==> src/rtl/msed_pkg.sv <==
package msed_pkg;

	localparam int NUM_SLOTS_DEF = 16;

	localparam logic [4:0] EVT_SYN = 5'd0;
	localparam logic [4:0] EVT_KEY = 5'd1;
	localparam logic [4:0] EVT_ABS = 5'd3;

	localparam logic [9:0] CODE_REPORT    = 10'd0;
	localparam logic [9:0] CODE_TOUCH_KEY = 10'd330;
	localparam logic [9:0] CODE_X         = 10'h000;
	localparam logic [9:0] CODE_Y         = 10'h001;
	localparam logic [9:0] CODE_SLOT      = 10'h02f;
	localparam logic [9:0] CODE_SLOT_X    = 10'h035;
	localparam logic [9:0] CODE_SLOT_Y    = 10'h036;
	localparam logic [9:0] CODE_TRACK     = 10'h039;

	localparam logic signed [31:0] ID_NONE       = -32'sd1;
	localparam logic signed [31:0] ID_PENDING_UP = -32'sd2;

	localparam logic REG_MODE   = 1'b0;
	localparam logic MODE_RESET = 1'b1;

	typedef enum logic [1:0] {
		ACT_DOWN = 2'd0,
		ACT_MOVE = 2'd1,
		ACT_UP   = 2'd2
	} action_t;

	typedef struct packed {
		logic [4:0]         event_type;
		logic [9:0]         event_code;
		logic signed [31:0] event_value;
	} in_word_t;

	typedef struct packed {
		logic [3:0]         slot_index;
		action_t            contact_action;
		logic signed [31:0] contact_id;
		logic signed [31:0] pos_x;
		logic signed [31:0] pos_y;
		logic               last_of_report;
	} out_word_t;

	typedef struct packed {
		logic signed [31:0] id;
		logic signed [31:0] x;
		logic signed [31:0] y;
	} slot_row_t;

	localparam slot_row_t ROW_RESET = '{id: ID_NONE, x: 32'sd0, y: 32'sd0};

endpackage

==> src/rtl/msed_slot_ram.sv <==
module msed_slot_ram import msed_pkg::*; #(
	parameter int NUM_SLOTS = NUM_SLOTS_DEF,
	localparam int SLOT_W = (NUM_SLOTS > 1) ? $clog2(NUM_SLOTS) : 1
) (
	input  logic              clk,
	input  logic              arst_n,
	input  logic              we,
	input  logic [SLOT_W-1:0] waddr,
	input  slot_row_t         wdata,
	input  logic              re,
	input  logic [SLOT_W-1:0] raddr,
	output slot_row_t         rdata
);

	slot_row_t              mem_q [NUM_SLOTS];
	slot_row_t              rd_q;
	logic [NUM_SLOTS-1:0]   written_q;
	logic                   rd_written_q;

	always_ff @(posedge clk) begin
		if (we) begin
			mem_q[waddr] <= wdata;
		end
		if (re) begin
			rd_q <= mem_q[raddr];
		end
	end

	always_ff @(posedge clk or negedge arst_n) begin
		if (!arst_n) begin
			written_q    <= '0;
			rd_written_q <= 1'b0;
		end else begin
			if (we) begin
				written_q[waddr] <= 1'b1;
			end
			if (re) begin
				rd_written_q <= written_q[raddr];
			end
		end
	end

	// unwritten rows read as the reset row
	assign rdata = rd_written_q ? rd_q : ROW_RESET;

endmodule

==> src/rtl/multitouch_slot_event_decoder_core.sv <==
// Slot select and ignored words finish in the idle state; track id, position and touch key words
// read the table, then modify and write back in the modify state.
// Sync report: the scan visits every slot in turn and emits one record per changed live slot;
// a record waits while out_stall holds the output register.
// Throughput: one word at a time; the input stalls until the current word completes.
// Reset: slot table reads as no contact at zero position, mode = slot protocol, slot 0.
module multitouch_slot_event_decoder_core import msed_pkg::*; #(
	parameter int NUM_SLOTS = NUM_SLOTS_DEF
) (
	input  logic        clk,
	input  logic        arst_n,
	input  logic        in_valid,
	output logic        in_stall,
	input  in_word_t    in_data,
	output logic        out_valid,
	input  logic        out_stall,
	output out_word_t   out_data,
	input  logic        psel,
	input  logic        penable,
	input  logic        pwrite,
	input  logic [2:0]  paddr,
	input  logic [31:0] pwdata,
	output logic [31:0] prdata,
	output logic        pready
);

	localparam int SLOT_W = (NUM_SLOTS > 1) ? $clog2(NUM_SLOTS) : 1;
	localparam logic [SLOT_W-1:0] LAST_SLOT = SLOT_W'(NUM_SLOTS - 1);

	typedef enum logic [3:0] {
		ST_IDLE = 4'b0001,
		ST_MOD  = 4'b0010,
		ST_SCAN = 4'b0100,
		ST_EMIT = 4'b1000
	} state_t;

	typedef enum logic [1:0] {
		K_TRACK = 2'd0,
		K_X     = 2'd1,
		K_Y     = 2'd2,
		K_KEY   = 2'd3
	} kind_t;

	state_t               state_q;
	kind_t                kind_q;
	kind_t                kind_d;
	logic                 mode_q;
	logic                 key_q;
	logic [SLOT_W-1:0]    cur_q;
	logic [SLOT_W-1:0]    addr_q;
	logic [SLOT_W-1:0]    scan_q;
	logic signed [31:0]   val_q;
	logic [NUM_SLOTS-1:0] changed_q;
	logic [NUM_SLOTS-1:0] live_q;
	logic [NUM_SLOTS-1:0] seen_q;
	logic [NUM_SLOTS-1:0] emit_mask;
	logic [NUM_SLOTS-1:0] above;
	out_word_t            out_q;
	logic                 out_valid_q;

	logic                 accept;
	logic                 go_mod;
	logic                 go_scan;
	logic                 sel_slot;
	logic [SLOT_W-1:0]    mod_addr;
	logic                 ram_we;
	logic [SLOT_W-1:0]    ram_waddr;
	slot_row_t            ram_wdata;
	logic                 ram_re;
	logic [SLOT_W-1:0]    ram_raddr;
	slot_row_t            ram_rdata;
	slot_row_t            new_row;
	logic                 mod_chg;
	logic                 key_new;
	logic                 out_load;
	logic                 is_up;
	logic                 scan_last;
	logic                 cfg_wr;

	msed_slot_ram #(
		.NUM_SLOTS(NUM_SLOTS)
	) u_slot_ram (
		.clk   (clk),
		.arst_n(arst_n),
		.we    (ram_we),
		.waddr (ram_waddr),
		.wdata (ram_wdata),
		.re    (ram_re),
		.raddr (ram_raddr),
		.rdata (ram_rdata)
	);

	assign pready   = 1'b1;
	assign cfg_wr   = psel && penable && pwrite && pready && (paddr[2] == REG_MODE);
	assign prdata   = (paddr[2] == REG_MODE) ? {31'd0, mode_q} : 32'd0;
	assign in_stall = (state_q != ST_IDLE);
	assign accept   = in_valid && !in_stall;

	// decode the incoming word
	always_comb begin
		go_mod   = 1'b0;
		go_scan  = 1'b0;
		sel_slot = 1'b0;
		kind_d   = K_TRACK;
		mod_addr = cur_q;
		if (in_data.event_type == EVT_ABS) begin
			unique case (in_data.event_code)
				CODE_SLOT: begin
					sel_slot = !in_data.event_value[31] &&
						(in_data.event_value < 32'(NUM_SLOTS));
				end
				CODE_TRACK: begin
					go_mod = 1'b1;
					kind_d = K_TRACK;
				end
				CODE_SLOT_X: begin
					go_mod = 1'b1;
					kind_d = K_X;
				end
				CODE_SLOT_Y: begin
					go_mod = 1'b1;
					kind_d = K_Y;
				end
				CODE_X: begin
					go_mod   = !mode_q;
					kind_d   = K_X;
					mod_addr = '0;
				end
				CODE_Y: begin
					go_mod   = !mode_q;
					kind_d   = K_Y;
					mod_addr = '0;
				end
				default: begin
				end
			endcase
		end else if (in_data.event_type == EVT_KEY) begin
			go_mod   = (in_data.event_code == CODE_TOUCH_KEY) && !mode_q;
			kind_d   = K_KEY;
			mod_addr = '0;
		end else if (in_data.event_type == EVT_SYN) begin
			go_scan = (in_data.event_code == CODE_REPORT);
		end
	end

	// modify the row read for the held word
	always_comb begin
		new_row = ram_rdata;
		mod_chg = 1'b0;
		key_new = (val_q != 32'sd0);
		unique case (kind_q)
			K_TRACK: begin
				if (ram_rdata.id != val_q) begin
					mod_chg    = 1'b1;
					new_row.id = val_q[31] ? ID_PENDING_UP : val_q;
				end
			end
			K_X: begin
				if (ram_rdata.x != val_q) begin
					mod_chg   = 1'b1;
					new_row.x = val_q;
				end
			end
			K_Y: begin
				if (ram_rdata.y != val_q) begin
					mod_chg   = 1'b1;
					new_row.y = val_q;
				end
			end
			K_KEY: begin
				if (key_new != key_q) begin
					mod_chg    = 1'b1;
					new_row.id = key_new ? 32'sd0 : ID_PENDING_UP;
				end
			end
			default: begin
			end
		endcase
	end

	assign emit_mask = changed_q & live_q;

	always_comb begin
		for (int j = 0; j < NUM_SLOTS; j++) begin
			above[j] = (SLOT_W'(j) > scan_q);
		end
	end

	assign scan_last = ~|(emit_mask & above);
	assign is_up     = (ram_rdata.id == ID_PENDING_UP);
	assign out_load  = (state_q == ST_EMIT) && (!out_valid_q || !out_stall);

	always_comb begin
		ram_re    = 1'b0;
		ram_raddr = mod_addr;
		ram_we    = 1'b0;
		ram_waddr = addr_q;
		ram_wdata = new_row;
		if (state_q == ST_IDLE) begin
			ram_re = accept && go_mod;
		end else if (state_q == ST_SCAN) begin
			ram_re    = emit_mask[scan_q];
			ram_raddr = scan_q;
		end
		if (state_q == ST_MOD) begin
			ram_we = 1'b1;
		end else if (out_load && is_up) begin
			ram_we       = 1'b1;
			ram_waddr    = scan_q;
			ram_wdata    = ram_rdata;
			ram_wdata.id = ID_NONE;
		end
	end

	always_ff @(posedge clk) begin
		if (accept) begin
			val_q  <= in_data.event_value;
			kind_q <= kind_d;
			addr_q <= mod_addr;
		end
		if (out_load) begin
			out_q.slot_index     <= 4'(scan_q);
			out_q.contact_action <= is_up ? ACT_UP : (seen_q[scan_q] ? ACT_MOVE : ACT_DOWN);
			out_q.contact_id     <= is_up ? ID_NONE : ram_rdata.id;
			out_q.pos_x          <= ram_rdata.x;
			out_q.pos_y          <= ram_rdata.y;
			out_q.last_of_report <= scan_last;
		end
	end

	always_ff @(posedge clk or negedge arst_n) begin
		if (!arst_n) begin
			state_q     <= ST_IDLE;
			mode_q      <= MODE_RESET;
			key_q       <= 1'b0;
			cur_q       <= '0;
			scan_q      <= '0;
			changed_q   <= '0;
			live_q      <= '0;
			seen_q      <= '0;
			out_valid_q <= 1'b0;
		end else begin
			if (cfg_wr) begin
				mode_q <= pwdata[0];
			end
			if (out_load) begin
				out_valid_q <= 1'b1;
			end else if (!out_stall) begin
				out_valid_q <= 1'b0;
			end
			unique case (state_q)
				ST_IDLE: begin
					if (accept) begin
						if (sel_slot) begin
							cur_q <= in_data.event_value[SLOT_W-1:0];
						end
						if (go_mod) begin
							state_q <= ST_MOD;
						end else if (go_scan) begin
							scan_q  <= '0;
							state_q <= ST_SCAN;
						end
					end
				end
				ST_MOD: begin
					changed_q[addr_q] <= changed_q[addr_q] | mod_chg;
					live_q[addr_q]    <= (new_row.id != ID_NONE);
					if (kind_q == K_KEY) begin
						key_q <= key_new;
					end
					state_q <= ST_IDLE;
				end
				ST_SCAN: begin
					if (emit_mask[scan_q]) begin
						state_q <= ST_EMIT;
					end else begin
						// drop changes on empty slots
						changed_q[scan_q] <= 1'b0;
						if (scan_q == LAST_SLOT) begin
							state_q <= ST_IDLE;
						end else begin
							scan_q <= scan_q + 1'b1;
						end
					end
				end
				ST_EMIT: begin
					if (out_load) begin
						changed_q[scan_q] <= 1'b0;
						if (is_up) begin
							live_q[scan_q] <= 1'b0;
							seen_q[scan_q] <= 1'b0;
						end else begin
							seen_q[scan_q] <= 1'b1;
						end
						if (scan_q == LAST_SLOT) begin
							state_q <= ST_IDLE;
						end else begin
							scan_q  <= scan_q + 1'b1;
							state_q <= ST_SCAN;
						end
					end
				end
				default: begin
					state_q <= ST_IDLE;
				end
			endcase
		end
	end

	assign out_valid = out_valid_q;
	assign out_data  = out_q;

endmodule
==> config.mk <==
export PLATFORM = sky130hd
export DESIGN_NAME = multitouch_slot_event_decoder_core
export DESIGN_NICKNAME = d
export VERILOG_FILES = /design/src/rtl/msed_pkg.sv /design/src/rtl/msed_slot_ram.sv /design/src/rtl/multitouch_slot_event_decoder_core.sv
export SDC_FILE = /design/constraint.sdc
export NUM_CORES = 2
export LEC_CHECK = 0
export ABC_CLOCK_PERIOD_IN_PS = 21900
export BUFFER_PORTS_ARGS = -buffer_cell sky130_fd_sc_hd__buf_4
export CORE_ASPECT_RATIO = 1.1
export CORE_MARGIN = 8
export CORE_UTILIZATION = 55
export DETAILED_ROUTE_END_ITERATION = 7
export PLACE_DENSITY = 0.71
export SLEW_MARGIN = 20
export SYNTH_ARGS = -nofsm -noshare
export SYNTH_HDL_FRONTEND = slang
export SYNTH_SLANG_ARGS = --single-unit
==> constraint.sdc <==
create_clock -name clk -period 21.9 [get_ports clk]
set_input_delay 1.095 -clock clk [delete_from_list [all_inputs] [get_ports clk]]
set_output_delay 1.095 -clock clk [all_outputs]
set_load 0.05 [all_outputs]
# == Word level (Yosys, flattened, before mapping) ==
# Memories as Yosys holds them, arrays and structs flattened. A register that Yosys moved wholly into a read port is not among the register bits.
# Cells that the tools add are included.
# word_totals
reg_bits,221
ramBits,1536
output_inout_bits,138
elab_cells,209
memories,1
# op_classes
add_sub_neg,1
magnitude_cmp,24
n_eq_ne,32
mux,83
n_bitwise,10
reduce_logical,38
# memory_table
memory,depth,word_bits,read_ports,rd_clocked_by_memory_dff,wr,line,source
u_slot_ram.mem_q,16,96,1,1,1,msed_slot_ram.sv:15,slot_row_t mem_q [NUM_SLOTS];
# op_table
cell,count
two-way mux 96 bit,3
two-way mux 32 bit,8
!= test 32 bit,3
bitwise AND 16 bit,5
two-way mux 16 bit,5
two-way mux 4 bit,19
case mux 32 bit (2 select lines),1
case mux 16 bit (3 select lines),1
== test 10 x 6 -> 1 bit (second input constant),4
bitwise mux 16 bit,2
== test 32 x 2 -> 1 bit (second input constant),1
greater-than comparator 4 bit (first input constant),8
less-than comparator 32 x 6 -> 1 bit (second input constant),1
!= test 32 x 1 -> 1 bit (second input constant),1
OR 16 bit,2
case mux 16 bit (2 select lines),1
nonzero test 32 bit,1
two-way mux 1 bit,28
case mux 4 bit (3 select lines),2
less-than comparator 4 x 5 -> 1 bit (second input constant),4
binary-select mux 1 bit (select 4 bit),4
greater-than comparator 3 x 4 -> 1 bit (first input constant),4
inverter 16 bit,1
OR reduction 16 bit,1
42 further kinds,78

# == Logic depth before layout (Yosys ltp) ==
# logic_depth
depth_word,11
depth_mapped,16

# == Modules after synthesis ==
# Synthesis repeated with hierarchy kept, for this count alone.
# unflattened
hier_cells,3579
area_unflattened_um2,74405.1
# by_module_without_submodules
module,n_inst,cells_each,area_per_inst_um2,seq_area_each_um2
msed_slot_ram,1,2390,61805.5,49432.4
multitouch_slot_event_decoder_core,1,1189,12599.6,5813.1

# == Worst setup path after synthesis ==
# OpenSTA, ideal clock, no wires.
# synth_path
path_type,register to register
startpoint,register u_slot_ram.rd_written_q
endpoint,register u_slot_ram.written_q[0]
setup_ns,0.090
arrival_ns,6.829
t_required_ns,21.810
slack_ns,14.980
path_stages_with_launch,14
path_buffers,6
synth_period_minus_slack_ns,6.920
path_cell_list,dfrtp_1 -> buf_4 -> clkbuf_1 -> clkbuf_1 -> clkbuf_1 -> clkbuf_1 -> o41ai_1 -> nand4_1 -> nor2_1 -> clkbuf_1 -> nor3_1 -> a21oi_1 -> nor2_1 -> or2_2
# synth_via
elab_chain_len,10
elab_cells_between_ends,13
cone_classes,order compare: 2; eq/ne: 1; mux: 7; bitwise: 1; reduce/logical: 2
# synth_lines
item,line,source
start: declaration,msed_slot_ram.sv:18,logic rd_written_q;
start signal: assignment,msed_slot_ram.sv:38,rd_written_q <= written_q[raddr];
two-way mux 96 bit *,msed_slot_ram.sv:44,assign rdata = rd_written_q ? rd_q : ROW_RESET;
== test 32 x 2 -> 1 bit *,multitouch_slot_event_decoder_core.sv:190,assign is_up = (ram_rdata.id == ID_PENDING_UP);
logical AND 1 bit *,multitouch_slot_event_decoder_core.sv:207,end else if (out_load && is_up) begin
two-way mux 4 bit,multitouch_slot_event_decoder_core.sv:207,
two-way mux 4 bit,multitouch_slot_event_decoder_core.sv:205,if (state_q == ST_MOD) begin
less-than comparator 4 x 5 -> 1 bit (not written as such) / greater-or-equal comparator 4 x 1 -> 1 bit (equally long branches),msed_slot_ram.sv:35,written_q[waddr] <= 1'b1;
logical AND 1 bit (not written as such),msed_slot_ram.sv:35,
two-way mux 1 bit (not written as such),msed_slot_ram.sv:35,
demux 1 bit (select 4 bit),-,
OR 16 bit (no source line),-,
end signal: assignment,msed_slot_ram.sv:31,written_q <= '0;
end signal: indexed assignment,msed_slot_ram.sv:35,
end: declaration,msed_slot_ram.sv:17,logic [NUM_SLOTS-1:0] written_q;
# Every way passes the cells marked *; elsewhere a longest branch is shown, timed or not.
# A chain may end at the register's enable or synchronous reset.

# == Worst setup path after layout ==
# layout_path
startpoint,register u_slot_ram.rd_written_q
endpoint,memory u_slot_ram.mem_q[15][48] (netlist name) (enable)
# layout_via
elab_chain_len,7
elab_cells_between_ends,9
cone_classes,eq/ne: 1; mux: 7; reduce/logical: 1
# layout_lines
item,line,source
two-way mux 96 bit *,msed_slot_ram.sv:44,
== test 32 x 2 -> 1 bit *,multitouch_slot_event_decoder_core.sv:190,
logical AND 1 bit *,multitouch_slot_event_decoder_core.sv:207,
two-way mux 1 bit,multitouch_slot_event_decoder_core.sv:207,
two-way mux 1 bit,multitouch_slot_event_decoder_core.sv:205,
two-way mux 1 bit,msed_slot_ram.sv:21,if (we) begin
two-way mux 1 bit (not written as such),msed_slot_ram.sv:22,mem_q[waddr] <= wdata;
end: declaration,msed_slot_ram.sv:15,
# Marks and branches as above.

==> results.py <==
metrics = {
    "clocking": {
        "htreeDepth": 4,
        "cts.sinks": 1853,
        "cts-root-buf": "clkbuf_16",
        "clk_latency_ns": 0.83,
        "cts_resized": 0,
        "cts_tree": "built",
        "hold_buffers": 0,
        "clock_path_buffers": 3,
        "postCtsSetupRepairBufs": 0,
        "path_clk_slew_ns": 0.07,
        "numCtsBuffers": 179,
    },
    "drt": {
        "ant_nets": 0,
        "drt_first_iter_violations": 6243,
        "wl_per_cell_um": 26.95,
        "wl_um": 212900,
        "viasPerCell": 6.399,
        "drc": 0,
        "firstDrtPassIters": 8,
        "vias": 50550,
    },
    "logic_synthesis": {
        "yosysWarningCount": 0,
        "synthTopCellsByArea": "edfxtp_1, nand2_1, a211oi_1",
        "ys.flop_type": "edfxtp_1",
        "synth_cells": 5844,
        "synth-seq-area-share_pct": 71.20,
        "synth-edff-count": 1773,
        "synth-seq-cells": 1853,
        "netlist.top_cell.by_area": "edfxtp_1",
        "synth_area_per_cell_um2": 13.28,
        "ys_types": 82,
        "synthArstFlopShare_pct": 4.317,
        "netlist_area_um2": 77600,
        "synth_top_area_share_pct": 68.61,
    },
    "sta": {
        "finalCritPeriodShare_pct": 31.85,
        "maxSlewViolCount": 0,
        "hold_violations": 0,
        "hold_slack_ns": 0.3222,
        "rsz0062_at_grt": "false",
        "worstMarginPinSlew_ns": 1.150,
        "tns_ns": 0,
        "relSlewSlack_pct": 22.61,
        "fin_skew_ns": 0.03134,
        "report.final.setup_viol": 0,
        "max_clock_freq_ghz": 0.1434,
        "timing.final.crit_period_ns": 6.974,
    },
    "critical_path": {
        "critPathArrivalTime_ns": 7.40,
        "cp-start-kind": "flop",
        "path_delay_family": "buffers and inverters",
        "worstPathRequired_ns": 22.33,
        "cp_cell_sequence": "buf_4, nand2b_1, nor4b_1, nand4_1, nor2_2, buf_4, a31oi_1, nor2_4, buf_4, buf_4",
        "reg2reg_depth": 10,
        "crit-reg2reg-launch": "u_slot_ram.rd_written_q",
        "path_class": "flop to flop",
        "cp-end-kind": "flop",
        "reg2reg_slack_ns": 14.93,
        "r2r_end": "u_slot_ram.mem_q[15][48]",
        "slowest_delay_ns": 0.95,
        "crit_top_cell": "buf_4",
        "path_max_fanout": 63,
        "cp_num_buf_inv": 4,
        "cp_slowest_cell": "nor2_4",
    },
    "grt": {
        "grt_pass1_vias": 47620,
        "grt_pass1_wl_um": 308700,
        "grt_antenna_before_repair": 7,
        "grt_max_degree": 231,
        "grt_use_total_pct": 26.80,
        "grt-ovfl-total": 0,
    },
    "job": {
        "max_cap_violations": 0,
    },
    "floorplanning": {
        "dieArea_um2": 153400,
        "die_h_um": 409.9,
        "initial_utilization_pct": 55.43,
        "rows": 144,
        "die_x_um": 374.1,
        "io_pins": 227,
        "core_area_um2": 140000,
    },
    "finish": {
        "final_cell_mix": "edfxtp_1, nand2_1, a211oi_1",
        "fill_cells": 10180,
        "diodes": 0,
        "drive_gt1_share_pct": 11.77,
        "area_delta_synth_final_pct": 11.61,
        "final_nets": 6019,
        "final_common_cell": "edfxtp_1",
    },
    "power_and_ir_drop": {
        "power_density_nw_per_um2": 91.76,
        "ir_worst_vdd_mv": 0.08795,
        "p_leak_uw": 0.02859,
    },
    "placement": {
        "numPortBuffers": 161,
        "routabilityCongestion": 0.9689,
        "place_hpwl_um": 114700,
    },
    "hold_path": {
        "hold_path_class": "input pin to asynchronous set/reset pin",
    },
    "run_status": {
        "outcome": "completed",
    },
}
-- through the flow --
stage	power (uW)	cells	area, um^2	worst slack (ns)	utilization (%)
after floorplan	4698	5874	77710	14.98	-
after global placement	5016	7562	80940	15.03	57.81
after detailed placement	5035	7563	80960	14.97	57.83
after CTS	7952	7897	86560	14.95	61.83
after global routing	8157	7900	86610	14.76	61.87
final	7947	7900	86610	14.93	61.87
-- layer usage --
metal	track usage [%]	wire length, um
met3	6.624	23880
met1	36.43	82980
met4	10.81	8708
met5	0	13
met2	41.77	97320
-- cell usage after synthesis, types with 26 or more instances --
library cell     n
buf_1           28
o21ai_0        181
nor4_1          35
nor2_1         114
a31oi_1        215
clkbuf_1       401
edfxtp_1      1773
dfrtp_1         78
a311oi_1       195
xnor2_1         67
nand3_1         54
buf_4           36
a21oi_1        283
a211oi_1       490
inv_1           82
o31ai_1         39
nand4_1         29
nand2b_1        31
nor2b_1        400
or2_2           26
nand2_1       1010
-- logic make-up (layout without fill, tap and decap cells) --
kind of cell,Yosys count,after routing,synth area share [%]
mux,21,21,0.5063
compound gates,1507,1507,13.21
flops,1853,1853,71.20
xor+xnor,85,85,0.9594
fa+ha+maj,9,9,0.1419
simple gates,1802,1802,11.03
buf+inv,565,766,2.954
other cells,2,32,0.009678
-- report_power, final --
group	switching [uW]	total, uW	internal, uW
sequential	74.5	4210	4130
clock	1320	2960	1640
combinational	578	784	207
total	1970	7950	5980
-- worst max-delay path by stage --
stage,start,to,cells after the start,slack [ns]
floorplan,u_slot_ram.rd_written_q,u_slot_ram.written_q[0],13,14.98
global placement,u_slot_ram.rd_written_q,u_slot_ram.mem_q[8][49],10,15.03
detailed placement,u_slot_ram.rd_written_q,u_slot_ram.mem_q[8][49],10,14.97
CTS,u_slot_ram.rd_written_q,u_slot_ram.mem_q[8][49],10,14.95
global route,u_slot_ram.rd_written_q,u_slot_ram.mem_q[13][78],10,14.76
finish,u_slot_ram.rd_written_q,u_slot_ram.mem_q[15][48],10,14.93
-- final cells by class --
cell class	instances	area, um^2	area share [%]
flip-flops and latches	1853	55250	63.79
inverters	86	327.8	0.3785
clock inverters	114	864.6	0.9983
multi-input cells	3456	20400	23.56
repair buffers	346	2743	3.167
clock buffers	220	4740	5.472
well taps	1825	2283	2.636
-- flip-flops by register name (all words and copies together) (netlist names), named ones only --
name                     cells
key_q                        1
u_slot_ram.rd_written_q      1
cur_q                        4
scan_q                       4
out_data                   103
u_slot_ram.mem_q          1536
changed_q                   16
addr_q                       4
u_slot_ram.rd_q             96
u_slot_ram.written_q        16
state_q                      4
val_q                       32
out_valid                    1
live_q                      16
kind_q                       2
mode_q                       1
Power figures use the tool's default switching activity.
